[src/design/lae_pkg.sv]
package lae_pkg;

	localparam int LEVEL_BITS_DEF = 16;
	localparam int TIME_BITS_DEF  = 24;
	localparam int CMD_W          = 2;
	localparam int STEP_W         = 16;
	localparam int PHASE_W        = 3;
	localparam int CFG_IDX_W      = 2;

	typedef enum logic [CMD_W-1:0] {
		CMD_TICK     = 2'd0,
		CMD_KEY_DOWN = 2'd1,
		CMD_KEY_UP   = 2'd2
	} cmd_code_t;

	typedef enum logic [PHASE_W-1:0] {
		PH_IDLE    = 3'd0,
		PH_ATTACK  = 3'd1,
		PH_DECAY   = 3'd2,
		PH_SUSTAIN = 3'd3,
		PH_RELEASE = 3'd4
	} phase_t;

	typedef enum logic [CFG_IDX_W-1:0] {
		REG_ATTACK  = 2'd0,
		REG_DECAY   = 2'd1,
		REG_SUSTAIN = 2'd2,
		REG_RELEASE = 2'd3
	} cfg_reg_t;

	typedef struct packed {
		logic take;
		logic exec;
		logic decide;
		logic mul;
		logic div;
		logic wb;
		logic out_load;
	} ctl_cmd_t;

	typedef struct packed {
		logic is_tick;
		logic need_math;
	} dp_status_t;

endpackage

[src/design/lae_datapath.sv]
module lae_datapath #(
	parameter int LEVEL_BITS = lae_pkg::LEVEL_BITS_DEF,
	parameter int TIME_BITS  = lae_pkg::TIME_BITS_DEF,
	parameter int CFG_W      = (TIME_BITS > LEVEL_BITS) ? TIME_BITS : LEVEL_BITS
) (
	input  logic                         clk,
	input  logic                         arst_n,
	input  logic                         cfg_we,
	input  logic [lae_pkg::CFG_IDX_W-1:0] cfg_index,
	input  logic [CFG_W-1:0]             cfg_data,
	input  logic [lae_pkg::CMD_W-1:0]    command,
	input  logic [lae_pkg::STEP_W-1:0]   time_step,
	input  lae_pkg::ctl_cmd_t            cmd,
	output lae_pkg::dp_status_t          status,
	output logic [LEVEL_BITS-1:0]        level,
	output logic [lae_pkg::PHASE_W-1:0]  phase
);

	localparam int TMR_W = TIME_BITS + 1;
	localparam int SUM_W = ((TMR_W > lae_pkg::STEP_W) ? TMR_W : lae_pkg::STEP_W) + 1;
	localparam int PW    = TIME_BITS + LEVEL_BITS;
	localparam logic [LEVEL_BITS-1:0] FULL    = '1;
	localparam logic [TMR_W-1:0]      TMR_MAX = '1;

	logic [TIME_BITS-1:0]  attack_q, decay_q, release_q;
	logic [LEVEL_BITS-1:0] sustain_q;

	logic [lae_pkg::CMD_W-1:0]  cmd_q;
	logic [lae_pkg::STEP_W-1:0] step_q;

	lae_pkg::phase_t       phase_q;
	logic [LEVEL_BITS-1:0] level_q, peak_q;
	logic [TMR_W-1:0]      timer_q;

	logic [LEVEL_BITS-1:0] mx_q;
	logic [TIME_BITS-1:0]  dv_q;
	logic [PW-1:0]         p_q;

	logic [LEVEL_BITS-1:0]       lvl_out_q;
	logic [lae_pkg::PHASE_W-1:0] ph_out_q;

	logic [SUM_W-1:0]      sum;
	logic [TMR_W-1:0]      timer_add;
	logic                  atk_end, dec_end, rel_off, rel_zero;
	logic [TIME_BITS:0]    trial, diff;
	logic                  ge;
	logic [TIME_BITS-1:0]  new_rem;
	logic [PW-1:0]         addend;
	logic [LEVEL_BITS-1:0] quo;

	always_comb begin
		sum       = SUM_W'(timer_q) + SUM_W'(step_q);
		timer_add = (sum > SUM_W'(TMR_MAX)) ? TMR_MAX : sum[TMR_W-1:0];
		atk_end   = (attack_q == '0) || (timer_q > {1'b0, attack_q});
		dec_end   = (decay_q == '0) || (timer_q > {1'b0, decay_q});
		rel_off   = (release_q == '0) || (level_q == '0);
		rel_zero  = timer_q >= {1'b0, release_q};
		trial     = {p_q[PW-1:LEVEL_BITS], p_q[LEVEL_BITS-1]};
		diff      = trial - {1'b0, dv_q};
		ge        = trial >= {1'b0, dv_q};
		new_rem   = ge ? diff[TIME_BITS-1:0] : trial[TIME_BITS-1:0];
		addend    = mx_q[LEVEL_BITS-1] ? {{LEVEL_BITS{1'b0}}, timer_q[TIME_BITS-1:0]} : '0;
		quo       = p_q[LEVEL_BITS-1:0];
	end

	always_comb begin
		status.is_tick   = (cmd_q == lae_pkg::CMD_TICK);
		status.need_math = ((phase_q == lae_pkg::PH_ATTACK) && !atk_end) ||
			((phase_q == lae_pkg::PH_DECAY) && !dec_end) ||
			((phase_q == lae_pkg::PH_RELEASE) && !rel_off && !rel_zero);
	end

	always_ff @(posedge clk or negedge arst_n) begin
		if (!arst_n) begin
			attack_q  <= '0;
			decay_q   <= '0;
			sustain_q <= FULL;
			release_q <= '0;
		end else if (cfg_we) begin
			case (cfg_index)
				lae_pkg::REG_ATTACK:  attack_q  <= cfg_data[TIME_BITS-1:0];
				lae_pkg::REG_DECAY:   decay_q   <= cfg_data[TIME_BITS-1:0];
				lae_pkg::REG_SUSTAIN: sustain_q <= cfg_data[LEVEL_BITS-1:0];
				lae_pkg::REG_RELEASE: release_q <= cfg_data[TIME_BITS-1:0];
				default: ;
			endcase
		end
	end

	always_ff @(posedge clk or negedge arst_n) begin
		if (!arst_n) begin
			phase_q <= lae_pkg::PH_IDLE;
			level_q <= '0;
			peak_q  <= '0;
			timer_q <= '0;
		end else begin
			if (cmd.exec) begin
				case (cmd_q)
					lae_pkg::CMD_TICK: timer_q <= timer_add;
					lae_pkg::CMD_KEY_DOWN: begin
						level_q <= '0;
						timer_q <= '0;
						phase_q <= lae_pkg::PH_ATTACK;
					end
					lae_pkg::CMD_KEY_UP: begin
						if (phase_q inside {lae_pkg::PH_ATTACK, lae_pkg::PH_DECAY,
							lae_pkg::PH_SUSTAIN}) begin
							phase_q <= lae_pkg::PH_RELEASE;
							peak_q  <= level_q;
							timer_q <= '0;
						end
					end
					default: ;
				endcase
			end
			if (cmd.decide) begin
				case (phase_q)
					lae_pkg::PH_ATTACK: begin
						if (atk_end) begin
							phase_q <= lae_pkg::PH_DECAY;
							timer_q <= '0;
							level_q <= FULL;
						end
					end
					lae_pkg::PH_DECAY: begin
						if (dec_end) begin
							phase_q <= lae_pkg::PH_SUSTAIN;
							timer_q <= '0;
							level_q <= sustain_q;
						end
					end
					lae_pkg::PH_SUSTAIN: level_q <= sustain_q;
					lae_pkg::PH_RELEASE: begin
						if (rel_off) begin
							phase_q <= lae_pkg::PH_IDLE;
							level_q <= '0;
						end else if (rel_zero) begin
							level_q <= '0;
						end
					end
					default: ;
				endcase
			end
			if (cmd.wb) begin
				case (phase_q)
					lae_pkg::PH_ATTACK:  level_q <= quo;
					lae_pkg::PH_DECAY:   level_q <= FULL - quo;
					lae_pkg::PH_RELEASE: level_q <= peak_q - quo;
					default: ;
				endcase
			end
		end
	end

	always_ff @(posedge clk) begin
		if (cmd.take) begin
			cmd_q  <= command;
			step_q <= time_step;
		end
		if (cmd.decide) begin
			p_q <= '0;
			case (phase_q)
				lae_pkg::PH_ATTACK: begin
					mx_q <= FULL;
					dv_q <= attack_q;
				end
				lae_pkg::PH_DECAY: begin
					mx_q <= FULL - sustain_q;
					dv_q <= decay_q;
				end
				default: begin
					mx_q <= peak_q;
					dv_q <= release_q;
				end
			endcase
		end
		if (cmd.mul) begin
			p_q  <= (p_q << 1) + addend;
			mx_q <= mx_q << 1;
		end
		if (cmd.div) begin
			p_q <= {new_rem, p_q[LEVEL_BITS-2:0], ge};
		end
		if (cmd.out_load) begin
			lvl_out_q <= level_q;
			ph_out_q  <= phase_q;
		end
	end

	assign level = lvl_out_q;
	assign phase = ph_out_q;

endmodule

[src/design/lae_controller.sv]
module lae_controller #(
	parameter int LEVEL_BITS = lae_pkg::LEVEL_BITS_DEF
) (
	input  logic                clk,
	input  logic                arst_n,
	input  logic                in_valid,
	output logic                in_stall,
	output logic                out_valid,
	input  logic                out_stall,
	input  lae_pkg::dp_status_t status,
	output lae_pkg::ctl_cmd_t   cmd
);

	localparam int CNT_W = $clog2(LEVEL_BITS);

	typedef enum logic [6:0] {
		S_IDLE   = 7'b0000001,
		S_EXEC   = 7'b0000010,
		S_DECIDE = 7'b0000100,
		S_MUL    = 7'b0001000,
		S_DIV    = 7'b0010000,
		S_WB     = 7'b0100000,
		S_DONE   = 7'b1000000
	} state_t;

	state_t           state_q, state_d;
	logic [CNT_W-1:0] cnt_q, cnt_d;
	logic             out_valid_q;
	logic             cnt_last;

	assign cnt_last  = (cnt_q == CNT_W'(LEVEL_BITS - 1));
	assign in_stall  = (state_q != S_IDLE);
	assign out_valid = out_valid_q;

	always_comb begin
		state_d = state_q;
		cnt_d   = cnt_q;
		cmd     = '0;
		case (state_q)
			S_IDLE: begin
				if (in_valid) begin
					cmd.take = 1'b1;
					state_d  = S_EXEC;
				end
			end
			S_EXEC: begin
				cmd.exec = 1'b1;
				state_d  = status.is_tick ? S_DECIDE : S_DONE;
			end
			S_DECIDE: begin
				cmd.decide = 1'b1;
				cnt_d      = '0;
				state_d    = status.need_math ? S_MUL : S_DONE;
			end
			S_MUL: begin
				cmd.mul = 1'b1;
				cnt_d   = cnt_last ? '0 : cnt_q + 1'b1;
				if (cnt_last) begin
					state_d = S_DIV;
				end
			end
			S_DIV: begin
				cmd.div = 1'b1;
				cnt_d   = cnt_last ? '0 : cnt_q + 1'b1;
				if (cnt_last) begin
					state_d = S_WB;
				end
			end
			S_WB: begin
				cmd.wb  = 1'b1;
				state_d = S_DONE;
			end
			S_DONE: begin
				if (!out_valid_q || !out_stall) begin
					cmd.out_load = 1'b1;
					state_d      = S_IDLE;
				end
			end
			default: state_d = S_IDLE;
		endcase
	end

	always_ff @(posedge clk or negedge arst_n) begin
		if (!arst_n) begin
			state_q     <= S_IDLE;
			cnt_q       <= '0;
			out_valid_q <= 1'b0;
		end else begin
			state_q <= state_d;
			cnt_q   <= cnt_d;
			if (cmd.out_load) begin
				out_valid_q <= 1'b1;
			end else if (!out_stall) begin
				out_valid_q <= 1'b0;
			end
		end
	end

endmodule

[src/design/linear_adsr_envelope.sv]
// Channel  Direction  Handshake             Payload
// cfg      in         cfg_valid/cfg_ready   cfg_index, cfg_data
// in       in         in_valid/in_stall     command, time_step
// out      out        out_valid/out_stall   level, phase
//
// A key event is taken, executed and loaded as a result; a tick also passes a decide step
// and, when a ramp is computed, a multiply pass, a divide pass and a write-back before loading.
// The ramp value uses one shift-add multiplier and one restoring divider, each one bit a cycle.
// A new transaction is accepted once the previous result sits in the output register.
// Reset at once clears phase, level, peak, timer and ramp times and sets sustain to full scale.
// A stalled output holds its result, and the next result waits until it is taken.
module linear_adsr_envelope #(
	parameter int LEVEL_BITS = lae_pkg::LEVEL_BITS_DEF,
	parameter int TIME_BITS  = lae_pkg::TIME_BITS_DEF,
	parameter int CFG_W      = (TIME_BITS > LEVEL_BITS) ? TIME_BITS : LEVEL_BITS
) (
	input  logic                          clk,
	input  logic                          arst_n,
	input  logic                          cfg_valid,
	output logic                          cfg_ready,
	input  logic [lae_pkg::CFG_IDX_W-1:0] cfg_index,
	input  logic [CFG_W-1:0]              cfg_data,
	input  logic                          in_valid,
	output logic                          in_stall,
	input  logic [lae_pkg::CMD_W-1:0]     command,
	input  logic [lae_pkg::STEP_W-1:0]    time_step,
	output logic                          out_valid,
	input  logic                          out_stall,
	output logic [LEVEL_BITS-1:0]         level,
	output logic [lae_pkg::PHASE_W-1:0]   phase
);

	lae_pkg::ctl_cmd_t   cmd;
	lae_pkg::dp_status_t status;

	assign cfg_ready = 1'b1;

	lae_controller #(
		.LEVEL_BITS(LEVEL_BITS)
	) u_ctrl (
		.clk      (clk),
		.arst_n   (arst_n),
		.in_valid (in_valid),
		.in_stall (in_stall),
		.out_valid(out_valid),
		.out_stall(out_stall),
		.status   (status),
		.cmd      (cmd)
	);

	lae_datapath #(
		.LEVEL_BITS(LEVEL_BITS),
		.TIME_BITS (TIME_BITS),
		.CFG_W     (CFG_W)
	) u_dp (
		.clk      (clk),
		.arst_n   (arst_n),
		.cfg_we   (cfg_valid & cfg_ready),
		.cfg_index(cfg_index),
		.cfg_data (cfg_data),
		.command  (command),
		.time_step(time_step),
		.cmd      (cmd),
		.status   (status),
		.level    (level),
		.phase    (phase)
	);

endmodule

[config.mk]
export PLATFORM = sky130hd
export DESIGN_NAME = linear_adsr_envelope
export DESIGN_NICKNAME = d
export VERILOG_FILES = /design/src/design/lae_pkg.sv /design/src/design/lae_datapath.sv /design/src/design/lae_controller.sv /design/src/design/linear_adsr_envelope.sv
export SDC_FILE = /design/constraint.sdc
export NUM_CORES = 1
export LEC_CHECK = 0
export BUFFER_PORTS_ARGS = -buffer_cell sky130_fd_sc_hd__buf_2
export CAP_MARGIN = 5
export CORE_MARGIN = 2
export CORE_UTILIZATION = 55
export CTS_BUF_LIST = sky130_fd_sc_hd__clkbuf_2
export DETAILED_ROUTE_END_ITERATION = 10
export HOLD_SLACK_MARGIN = 0.06
export PLACE_DENSITY = 0.83
export REMOVE_ABC_BUFFERS = 1
export SLEW_MARGIN = 20
export SYNTH_ARGS = -nofsm -noshare
export SYNTH_HDL_FRONTEND = slang
export SYNTH_HIERARCHICAL = 1
export SYNTH_SLANG_ARGS = --single-unit
[constraint.sdc]
create_clock -name clk -period 8 [get_ports clk]
set_input_delay 2.4 -clock clk [delete_from_list [all_inputs] [get_ports clk]]
set_output_delay 2.4 -clock clk [all_outputs]
set_load 0.03 [all_outputs]
After elaboration in Yosys (flattened, before gate mapping)
Index checks and enable logic that the tools add are counted.
{ "totals": {"register_bits": 277, "latchBits": 0, "mem_bits_rw": 0, "romBits": 0, "input_bits": 49, "out_inout_bits": 22, "word_cells": 142, "memories": 0} }
{ "op_classes": {"addsub": 7, "multipliers": 0, "div_mod_pow": 0, "order_cmp": 5, "eq_ne": 23, "shifts": 0, "n_mux": 55, "bitwise": 0, "n_reduce_logical": 33} }
{ "op_table": {"columns": ["operator", "n"], "rows": [
  ["16-bit 2-to-1 mux", 10],
  ["25-bit 2-to-1 mux", 6],
  ["40-bit 2-to-1 mux", 3],
  ["25-bit case mux with 3 select lines", 1],
  ["24-bit zero test", 3],
  ["16-bit case mux with 4 select lines", 1],
  ["25-bit by 24-bit >= comparator with 1-bit output", 2],
  ["25-bit by 24-bit > comparator with 1-bit output", 2],
  ["25-bit case mux with 2 select lines", 1],
  ["7-bit case mux with 7 select lines", 1],
  ["24-bit 2-to-1 mux", 2],
  ["16-bit case mux with 3 select lines", 1],
  ["24-bit case mux with 2 select lines", 1],
  ["7-bit 2-to-1 mux", 6],
  ["40-bit adder", 1],
  ["16-bit case mux with 2 select lines", 1],
  ["16-bit subtractor (first input constant)", 2],
  ["25-bit by 16-bit adder with 26-bit output", 1],
  ["26-bit by 25-bit > comparator with 1-bit output (second input constant)", 1],
  ["24-bit subtractor", 1],
  ["3-bit 2-to-1 mux", 6],
  ["16-bit zero test", 1],
  ["16-bit subtractor", 1],
  ["1-bit 2-to-1 mux", 11],
  ["other kinds (31)", 57]
]} }

Depth between registers and ports, before layout
{ "depth": {"ltp_word": 9, "ltp_mapped": 14, "depth_no_buf": 14} }

By module
Netlist, hierarchy kept.
{ "by_module_without_submodules": {"columns": ["module", "n_inst", "cells_per_inst", "area_each_um2", "seq_area_each_um2"], "rows": [
  ["lae_datapath", 1, 1813, 17570.6, 7226.9],
  ["lae_controller", 1, 62, 629.4, 301.5],
  ["linear_adsr_envelope", 1, 2, 11.3, 0.0]
]} }

Least setup slack after synthesis
OpenSTA, ideal clock, no wires.
{ "synth_path": {"kind": "input -> register", "startpoint": "input port out_stall", "endpoint": "register u_dp.lvl_out_q[0] (netlist: u_dp/level[0]) (enable)", "setup_time_ns": 0.401, "arrival_time_ns": 3.385, "required_ns": 7.599, "slack_ns": 4.213, "stages": 1, "path_buffers": 0, "path_cell_list": "a21oi_1"} }
{ "synth_via": {"elab_chain_len": 4} }
{ "synth_lines": {"columns": ["element", "line", "rtl"], "rows": [
  ["from (decl)", "linear_adsr_envelope.sv:28", "input logic out_stall,"],
  ["1-bit zero test", "lae_controller.sv:74", "if (!out_valid_q || !out_stall) begin"],
  ["1-bit logical OR", "lae_controller.sv:74", null],
  ["1-bit 2-to-1 mux", "lae_controller.sv:74", null],
  ["1-bit 2-to-1 mux", "lae_controller.sv:39", "case (state_q)"],
  ["to (signal assigned)", "lae_datapath.sv:185", "lvl_out_q <= level_q;"],
  ["to (decl)", "lae_datapath.sv:39", "logic [LEVEL_BITS-1:0] lvl_out_q;"]
]} }
No other way between the ends.
A chain may end at the register's enable or synchronous reset.

Worst setup path in the final report
{ "layout_path": {"startpoint": "register u_ctrl.state_q[5]", "endpoint": "output port in_stall"} }
{ "layout_via": {"elab_chain_len": 1} }
{ "layout_lines": {"columns": ["element", "line", "rtl"], "rows": [
  ["from (decl)", "lae_controller.sv:26", "state_t state_q, state_d;"],
  ["from (signal assigned)", "lae_controller.sv:89", "state_q <= state_d;"],
  ["7-bit by 1-bit inequality test with 1-bit output", "lae_controller.sv:32", "assign in_stall = (state_q != S_IDLE);"],
  ["to (decl)", "linear_adsr_envelope.sv:24", "output logic in_stall,"]
]} }
No other way between the ends.

==> flow_summary_export.csv <==
group,metric,value,unit
cts,clk_pin_slew,0.11,ns
yosys,synthFlopType,"dfrtp_1",
routing,postRouteAntennaNets,0,
sta,drv_slew,0,
sta,fmax,220,MHz
die,die_w,186,um
place,place_inst,2333,
cts,clk_path_buf_depth,3,
die,coreArea,0.0325,mm2
die,initial_utilization,0.560,
routing,wl_per_cell,20.9,um
yosys,yosys.area.top_type,"dfrtp_1",
power_and_ir_drop,power_density,253,mW/mm2
die,ios,71,
sta,setup_viol,0,
worst_setup_path,path_buf_inv,1,
routing,dr_total_vias,15700,
cts,cts_htree_levels,3,
worst_setup_path,crit_family,"simple AND/OR/NAND/NOR gates",
worst_hold_path,hp-class,"register to register",
worst_setup_path,crit_path_end_kind,"primary output",
final_layout,drive_gt1_frac,0.166,
yosys,synth_edf_count,116,
sta,timing.hold.ws,0.488,ns
die,std_cell_rows,66,
cts,clock_latency,0.92,ns
final_layout,fin_cells,2467,
sta,final_hold_viol_count,0,
worst_setup_path,crit_slowest_cell,"dfrtp_1",
routing,vias_per_cell,6.36,
job,drv_cap,0,
yosys,synth_top_area_share,0.196,
die,dieArea,0.0346,mm2
sta,setup_tns,0,ns
final_layout,post-route-cell-area,0.0197,mm2
cts,cts_setup_buffers,0,
cts,cts.sinks,277,
sta,slew_headroom,0.284,
cts,post_cts_resize_count,0,
die,die_h,186,um
yosys,synth_cell_types,92,
cts,cts_tree,"done",
place,place_area,0.0190,mm2
sta,period_share,0.567,
global_route,grt_pass1_vias,15400,
place,dp.final_hpwl,37900,um
worst_setup_path,start_kind,"register",
worst_setup_path,cpPeakStageDelay,0.49,ns
yosys,synth_area,0.0182,mm2
global_route,track_usage,0.304,
yosys,ys_ff_latch,277,
cts,numCtsBuffers,73,
place,gp_congestion,0.965,
yosys,async_flop_share,0.578,
place,io_buffers,69,
global_route,grt_pass1_wl,81200,um
yosys,synth.top_cells.by_area,"dfrtp_1, edfxtp_1, ha_1",
worst_setup_path,crit_required,5.60,ns
worst_setup_path,path_class,"register to primary output",
worst_setup_path,cp_cell_sequence,"nor3_1 > nand4b_1 > buf_2",
cts,cts.hold.buffers_added,0,
sta,finalClockSkew,0.0850,ns
global_route,antenna_found_initial,1,
final_layout,final_util,0.605,
yosys,syn_avg_cell_area,9.70,um2
yosys,synth_cells,1877,
routing,routed_wl,51600,um
global_route,grt_max_degree,93,
sta,period_needed,4.54,ns
worst_setup_path,critPathMaxFanout,7,
yosys,yosysWarnings,6,
final_layout,fin_nets,2174,
routing,drc,0,
routing,drt_iter0_markers,1695,
routing,firstDrtPassIters,6,
power_and_ir_drop,p_leak,8.81,nW
final_layout,synthToLayoutAreaGrowth,8.16,%
yosys,synth-seq-area-share,0.413,
worst_setup_path,crit_arrival,2.14,ns
status,status,"finished clean",
global_route,grt-ovfl-total,0,
power_and_ir_drop,ir_worst_vdd,0.000182,V
sta,worst_slew_pin_slew,1.07,ns
sta,rsz0062_at_grt,"no",
cts,cts-root-buf,"clkbuf_2",
-- placed cells by master, fill, tap and decap left out, types with 6 or more instances in the layout --
cell type / count
nor2b_1: 20
ha_1: 155
a21oi_1: 137
edfxtp_1: 116
nor3_1: 20
nand2_1: 156
mux2_2: 80
clkbuf_2: 104
a31oi_1: 18
nor2_1: 83
o21ai_0: 98
clkinv_2: 12
nand3_1: 37
o21a_1: 29
o21bai_1: 7
a211oi_1: 9
or2_2: 8
inv_1: 140
a21o_1: 55
clkinv_1: 11
and2_1: 32
o31a_1: 6
o22ai_1: 54
a22oi_1: 26
buf_2: 68
mux2i_1: 21
o21ai_1: 45
nand4_1: 28
o211ai_1: 7
nand2b_1: 17
buf_4: 15
xor2_1: 35
dfstp_2: 17
a22o_1: 7
or3_1: 8
dfrtp_1: 143
and3_1: 14
nor4_1: 33
xnor2_1: 37
-- Yosys cell counts, types with 29 or more instances --
cell / number
nor2_1: 83
mux2_2: 80
clkbuf_1: 58
o22ai_1: 54
o21ai_0: 98
o21a_1: 29
nand3_1: 37
a21o_1: 55
o21ai_1: 46
a21oi_1: 138
ha_1: 155
xnor2_1: 37
dfrtp_1: 143
edfxtp_1: 116
xor2_1: 35
inv_1: 140
and2_1: 32
nand2_1: 156
nor4_1: 33
-- worst register-to-register path: stages, from the launching register on --
cell and delay (ns):
dfrtp_1 0.45, nor2b_2 0.17, buf_4 0.28, nand2b_1 0.72, nand2_1 0.87, o21ai_1 0.96, nand2_1 0.39, a21oi_1 0.29
a32o_1 0.20, a21oi_1 0.07
-- metrics by stage --
stage               power (mW)  worst slack (ns)
finish                    4.98              3.46
global route              5.28              3.24
CTS                       4.94              3.41
detailed placement        3.86              3.72
global placement          3.77              3.93
floorplan                 3.29              2.78
-- power by group --
part | leakage (nW) | switching [mW] | internal, mW
combinational | 5.26 | 1.13 | 0.817
sequential | 2.99 | 0.266 | 1.70
clock | 0.551 | 0.622 | 0.452
total | 8.81 | 2.01 | 2.97
-- worst paths after layout --
path / from / end / slack (ns) / cells past startpoint
worst max register to register: u_dp/phase_q[1] / u_dp/level_q[3] / 3.51 / 9
worst min register to register: u_dp/mx_q[10] / u_dp/mx_q[11] / 0.49 / 2
min in group asynchronous: arst_n / u_ctrl/cnt_q[3] / 1.58 / 1
max in group asynchronous: arst_n / u_dp/decay_q[23] / 4.97 / 2
worst max-delay path: u_ctrl/state_q[5] / in_stall / 3.46 / 3
worst min-delay path: u_dp/mx_q[10] / u_dp/mx_q[11] / 0.49 / 2
-- cells by family after synthesis --
| family | share of synthesized area |
|---|---|
| muxes | 0.0616 |
| buffers and inverters | 0.0448 |
| adders and majority gates | 0.111 |
| xor gates and xnor gates | 0.0346 |
| other | 0.000206 |
| AOI/OAI and AO/OA | 0.200 |
| DFF | 0.413 |
| and+or+nand+nor | 0.135 |
-- registers in the layout (all words and copies together), names as in the netlist, 4 cells and up --
name            count
u_dp/p_q           40
u_dp/timer_q       25
u_dp/attack_q      24
u_dp/decay_q       24
u_dp/dv_q          24
u_dp/release_q     24
u_dp/level         16
u_dp/level_q       16
u_dp/mx_q          16
u_dp/peak_q        16
u_dp/step_q        16
u_dp/sustain_q     16
u_ctrl/state_q      7
u_ctrl/cnt_q        4
-- per-layer routing --
layer	vias to the layer above	routed length, um	global-route usage	part of all wire
li1	7159	-	-	-
met3	173	5210	0.0667	0.10
met4	0	2250	0.137	0.044
met2	876	23600	0.480	0.46
met5	-	0	0	0
met1	7488	20600	0.400	0.40
-- final cells by class --
type	count	area (um2)
fillers	2733	12800
multi-input cells	1389	9900
flip-flops and latches	277	7530
well taps	442	553
inverters	141	529
clock buffers	104	520
repair buffers	84	464
clock inverters	29	203
diodes	1	2.50
(Power assumes the default switching activity.)
